## config.mk

```make
export PLATFORM = sky130hd
export DESIGN_NAME = efj_ser
export DESIGN_NICKNAME = d
export VERILOG_FILES = /design/src/design/efj_pkg.sv /design/src/design/efj_ser.sv
export SDC_FILE = /design/constraint.sdc
export NUM_CORES = 1
export LEC_CHECK = 0
export BUFFER_PORTS_ARGS = -buffer_cell sky130_fd_sc_hd__buf_2
export CAP_MARGIN = 5
export CELL_PAD_IN_SITES_DETAIL_PLACEMENT = 1
export CELL_PAD_IN_SITES_GLOBAL_PLACEMENT = 1
export CORE_AREA = 10 10 366 368
export CTS_BUF_LIST = sky130_fd_sc_hd__clkbuf_4 sky130_fd_sc_hd__clkbuf_8
export DETAILED_ROUTE_END_ITERATION = 10
export DIE_AREA = 0 0 376 378
export PLACE_DENSITY_LB_ADDON = 0.1
export SETUP_SLACK_MARGIN = 0.1
export SLEW_MARGIN = 15
export SYNTH_ARGS = -nofsm -noshare
export SYNTH_HDL_FRONTEND = slang
export SYNTH_SLANG_ARGS = --single-unit
```

## constraint.sdc

```tcl
create_clock -name clk_i -period 30.2 [get_ports clk_i]
set_clock_uncertainty 0.15 [all_clocks]
set_input_delay 4.53 -clock clk_i [delete_from_list [all_inputs] [get_ports clk_i]]
set_output_delay 4.53 -clock clk_i [all_outputs]
set_load 0.05 [all_outputs]
```

## src/design/efj_pkg.sv

```systemverilog
package efj_pkg;

  typedef logic signed [31:0] fx_t;
  typedef logic signed [63:0] prod_t;
  typedef logic signed [35:0] ratio_t;
  typedef logic [2:0]         col_t;

  localparam int   NUM_COL  = 5;
  localparam int   NUM_ROW  = 5;
  localparam col_t LAST_COL = 3'd4;

  // gamma - 1, (gamma - 1) / 2 and gamma in Q16.16
  localparam fx_t FX_K      = 32'sd26214;
  localparam fx_t FX_HALF_K = 32'sd13107;
  localparam fx_t FX_GAMMA  = 32'sd91750;

  localparam prod_t FX_MAX = 64'sd2147483647;
  localparam prod_t FX_MIN = -64'sd2147483648;

  // pressure ratio divider: quotient bits, bits per stage, stages
  localparam int DIV_BITS  = 34;
  localparam int DIV_STEPS = 2;
  localparam int DIV_ITER  = DIV_BITS / DIV_STEPS;
  localparam int DIV_LAT   = DIV_ITER + 2;
  // product stages run alongside the divider; MID_DLY holds them for the rest
  localparam int MID_DLY   = DIV_LAT - 5;

  typedef fx_t [NUM_COL-1:0][NUM_ROW-1:0] mat_t;

  typedef struct packed {
    fx_t [2:0]      n;
    fx_t            qn;
    fx_t            hq;
    fx_t [2:0][2:0] vn;
    fx_t [2:0]      kn;
    fx_t            hk;
    fx_t [2:0]      vq;
    fx_t [2:0][2:0] kvn;
    fx_t [2:0]      kvq;
    fx_t            gq;
  } mid_t;

  function automatic fx_t sat_fx(input prod_t v);
    if (v > FX_MAX) begin
      return fx_t'(FX_MAX);
    end else if (v < FX_MIN) begin
      return fx_t'(FX_MIN);
    end
    return fx_t'(v);
  endfunction

  function automatic prod_t mul_fx(input fx_t a, input fx_t b);
    return prod_t'(a) * prod_t'(b);
  endfunction

  // round half up, drop 16 fraction bits, saturate
  function automatic fx_t rnd_fx(input prod_t p);
    prod_t t;
    t = p + 64'sd32768;
    return sat_fx(t >>> 16);
  endfunction

  function automatic fx_t sum3_fx(input fx_t a, input fx_t b, input fx_t c);
    return sat_fx(prod_t'(a) + prod_t'(b) + prod_t'(c));
  endfunction

  function automatic fx_t dif_fx(input fx_t a, input fx_t b);
    return sat_fx(prod_t'(a) - prod_t'(b));
  endfunction

  function automatic fx_t dsum_fx(input fx_t a, input fx_t b, input fx_t c);
    return sat_fx(prod_t'(a) - prod_t'(b) + prod_t'(c));
  endfunction

  function automatic fx_t half_fx(input fx_t a);
    logic signed [32:0] t;
    t = a;
    t = t + 33'sd1;
    return fx_t'(t >>> 1);
  endfunction

  function automatic fx_t enth_fx(input ratio_t r, input fx_t hq);
    return sat_fx(prod_t'(r) + prod_t'(hq));
  endfunction

endpackage

```

## src/design/efj_ser.sv

```systemverilog
module efj_ser
  import efj_pkg::*;
(
  input  logic              clk_i,
  input  logic              rst_ni,
  input  logic              ld_valid_i,
  output logic              ld_ready_o,
  input  mat_t              ld_mat_i,
  output logic              m_valid_o,
  input  logic              m_ready_i,
  output col_t              col_o,
  output fx_t [NUM_ROW-1:0] rows_o,
  output logic              last_o
);

  mat_t mat_q;
  col_t cnt_d, cnt_q;
  logic busy_d, busy_q;
  logic take, fin, load;

  assign take       = busy_q && m_ready_i;
  assign fin        = take && (cnt_q == LAST_COL);
  assign ld_ready_o = !busy_q || fin;
  assign load       = ld_valid_i && ld_ready_o;

  always_comb begin
    busy_d = busy_q;
    cnt_d  = cnt_q;
    if (load) begin
      busy_d = 1'b1;
      cnt_d  = '0;
    end else if (fin) begin
      busy_d = 1'b0;
    end else if (take) begin
      cnt_d = col_t'(cnt_q + 3'd1);
    end
  end

  always_ff @(posedge clk_i or negedge rst_ni) begin
    if (!rst_ni) begin
      busy_q <= 1'b0;
      cnt_q  <= '0;
    end else begin
      busy_q <= busy_d;
      cnt_q  <= cnt_d;
    end
  end

  always_ff @(posedge clk_i) begin
    if (load) begin
      mat_q <= ld_mat_i;
    end
  end

  assign m_valid_o = busy_q;
  assign col_o     = cnt_q;
  assign rows_o    = mat_q[cnt_q];
  assign last_o    = (cnt_q == LAST_COL);

`ifndef NO_ASSERTIONS
  a_cnt_range: assert property (@(posedge clk_i) disable iff (!rst_ni)
    busy_q |-> cnt_q <= LAST_COL)
    else $error("column counter out of range");

  a_drain: assert property (@(posedge clk_i) disable iff (!rst_ni)
    fin && !load |=> !busy_q)
    else $error("output still valid after last column");

  a_load: assert property (@(posedge clk_i) disable iff (!rst_ni)
    load |=> busy_q && cnt_q == '0)
    else $error("new item does not start at first column");
`endif

endmodule
```

==> results.json <==
{
  "ys_seq_area_share_pct": 78.4,
  "min_period_over_period_pct": 32.8,
  "syn_avg_cell_area_um2": 19.7,
  "outcome": "finished clean",
  "clk_pin_slew_ns": 0.06,
  "grt-busiest-layer": "met2",
  "crit_type": "in2out",
  "grt_pass1_vias": 21414,
  "cpMostUsedCell": "buf_2",
  "cts_buffer_depth": 3,
  "power_mw": 4.15,
  "wl_per_cell_um": 27.4,
  "fp.dieW_um": 376,
  "cp.arrival_ns": 5.22,
  "cts.sinks": 804,
  "coreArea_um2": 127000,
  "grt_max_degree": 176,
  "cts_tree": "done",
  "drive_gt1_share_pct": 50.9,
  "drt_iter0_markers": 1180,
  "cts-resized-gates": 0,
  "die_y_um": 378,
  "vias": 19450,
  "worstMarginPinSlew_ns": 1.15,
  "fill_cells": 13411,
  "root_buffer": "clkbuf_8",
  "holdWs_ns": 0.554,
  "min_path_type": "reg2reg",
  "io_buffers": 969,
  "hold_viol_final": 0,
  "drv_cap": 0,
  "ys_warn_count": 0,
  "max_freq_mhz": 101,
  "yosys-top-cells-area": "edfxtp_1 (78%), a221o_1 (5.2%), mux2i_1 (5.2%)",
  "syn_nets": 2366,
  "synth_area_um2": 30800,
  "met3_usage_pct": 6.51,
  "worstPathMaxFanout": 7,
  "grt_first_pass_wirelength_um": 163000,
  "post-route-util_pct": 32.0,
  "track_usage_pct": 16.2,
  "drc": 0,
  "synth_top_area_cell": "edfxtp_1",
  "htree_levels": 4,
  "hpwlAfterDp_um": 88200,
  "ant_nets": 0,
  "synth_cell_type_count": 28,
  "mostFrequentLayoutCells": "buf_2 (969), edfxtp_1 (800), mux2i_1 (159), nor2_1 (159), a221o_1 (159)",
  "end_kind": "output pin",
  "power.leakage_nw": 15.7,
  "slew_viol_final": 0,
  "antenna_found_initial": 157,
  "rsz0062_at_grt": "false",
  "power_density_nw_per_um2": 102,
  "worstPathRequired_ns": 25.52,
  "gp_congestion": 0.780,
  "grt_use_met1_pct": 16.1,
  "wirelength_um": 122000,
  "synth_top_cell_area_share_pct": 78.0,
  "rows": 131,
  "start_kind": "input pin",
  "cp_cell_sequence": "buf_2 -> nand3_1 -> nand2_1 -> buf_2",
  "period_needed_ns": 9.90,
  "final_common_cell": "buf_2",
  "start_util_pct": 24.3,
  "finalNetCount": 3423,
  "finalSetupViolCount": 0,
  "ys_ff_latch": 804,
  "viasPerCell": 4.39,
  "grt.overflow.total": 0,
  "globalRouteMet2Util_pct": 30.1,
  "dr.pass1.iters": 5,
  "worst_path_largest_cell_delay_ns": 0.28,
  "setup_tns_ns": 0,
  "clk_latency_ns": 0.84,
  "cts_made_buffers": 153,
  "worst_ir_drop_vdd_uv": 71.0,
  "cts_hold_buffers": 0,
  "io_pins": 970,
  "area_delta_synth_final_pct": 31.5,
  "cpMaxStageDelayCell": "buf_2",
  "slew-limit-headroom_pct": 23.6,
  "cts_setup_buffers": 0,
  "dieArea_um2": 142000,
  "synth_cells": 1560
}
==> report_power, final <==
group	leakage [nW]	total, mW	internal [mW]	switching [mW]
combinational	6.79	1.68	0.485	1.19
sequential	7.30	1.42	1.37	0.0467
clock	1.58	1.05	0.564	0.488
==> critical path, delay by kind of cell <==
kind                   cells  cell delay, ns
AND/OR/NAND/NOR            2            0.24
buffers and inverters      2            0.44
==> per-stage QoR <==
stage / cells / worst slack (ns) / cell area [um^2]
final: 4430 / 20.30 / 40500
after global routing: 4426 / 20.24 / 40500
after CTS: 4398 / 20.31 / 40400
after detailed placement: 4123 / 20.31 / 37400
after global placement: 4123 / 20.26 / 37400
after floorplan: 1560 / 5.76 / 30800
==> per-layer routing <==
metal | share of wire, % | vias to the layer above
li1 | - | 8504
met2 | 53 | 888
met3 | 8.0 | 435
met1 | 35 | 9539
met4 | 3.8 | 84
met5 | 0.46 | -
==> cells in the mapped netlist <==
library cell and n:
ha_1 2, buf_2 47, a21oi_1 2, buf_6 13, nor3b_2 1, buf_4 5, mux2i_1 159, nor2_1 159
o22ai_1 1, a211o_1 1, edfxtp_1 800, nand2_1 4, dfrtp_1 4, and2_1 1, o21ai_0 3, nand2b_1 4
a221o_1 159, and4b_1 1, and3_1 1, a22o_1 2, nor2_2 1, inv_1 5, mux2_2 52, mux2_4 100
mux2_1 7, clkbuf_1 24, mux4_2 1, nand3_1 1
==> final cells by class <==
class / instances / area, um^2 / area share (%)
clock inverters: 62 / 392 / 0.967
multi-input cells: 662 / 6160 / 15.2
flip-flops and latches: 804 / 24100 / 59.6
repair buffers: 991 / 5070 / 12.5
inverters: 5 / 18.8 / 0.0463
well taps: 1662 / 2080 / 5.13
diodes: 31 / 77.6 / 0.192
clock buffers: 213 / 2570 / 6.36
==> worst paths after layout <==
kind	endpoint	slack, ns	from	depth (start not counted)
worst max-delay path	ld_ready_o	20.30	m_ready_i	4
min in group asynchronous	m_valid_o	3.35	rst_ni	1
worst max register to register	mat_q[769]	25.13	col_o[0]	8
worst min-delay path	col_o[0]	0.55	m_valid_o	1
max in group asynchronous	col_o[0]	26.37	rst_ni	1
worst min register to register	col_o[0]	0.55	m_valid_o	1
==> logic make-up after synthesis <==
kind of cell / share of synthesized area (%)
buf+inv: 1.72
compound gates: 5.36
mux: 12.3
simple gates: 2.22
fa+ha+maj: 0.0813
flops: 78.4
==> state kept, by name, indices dropped and copies added (netlist names) <==
| signal | count |
|---|---|
| mat_q | 800 |
| col_o | 3 |
| m_valid_o | 1 |
No activity file was read; power rests on OpenSTA's default activity.
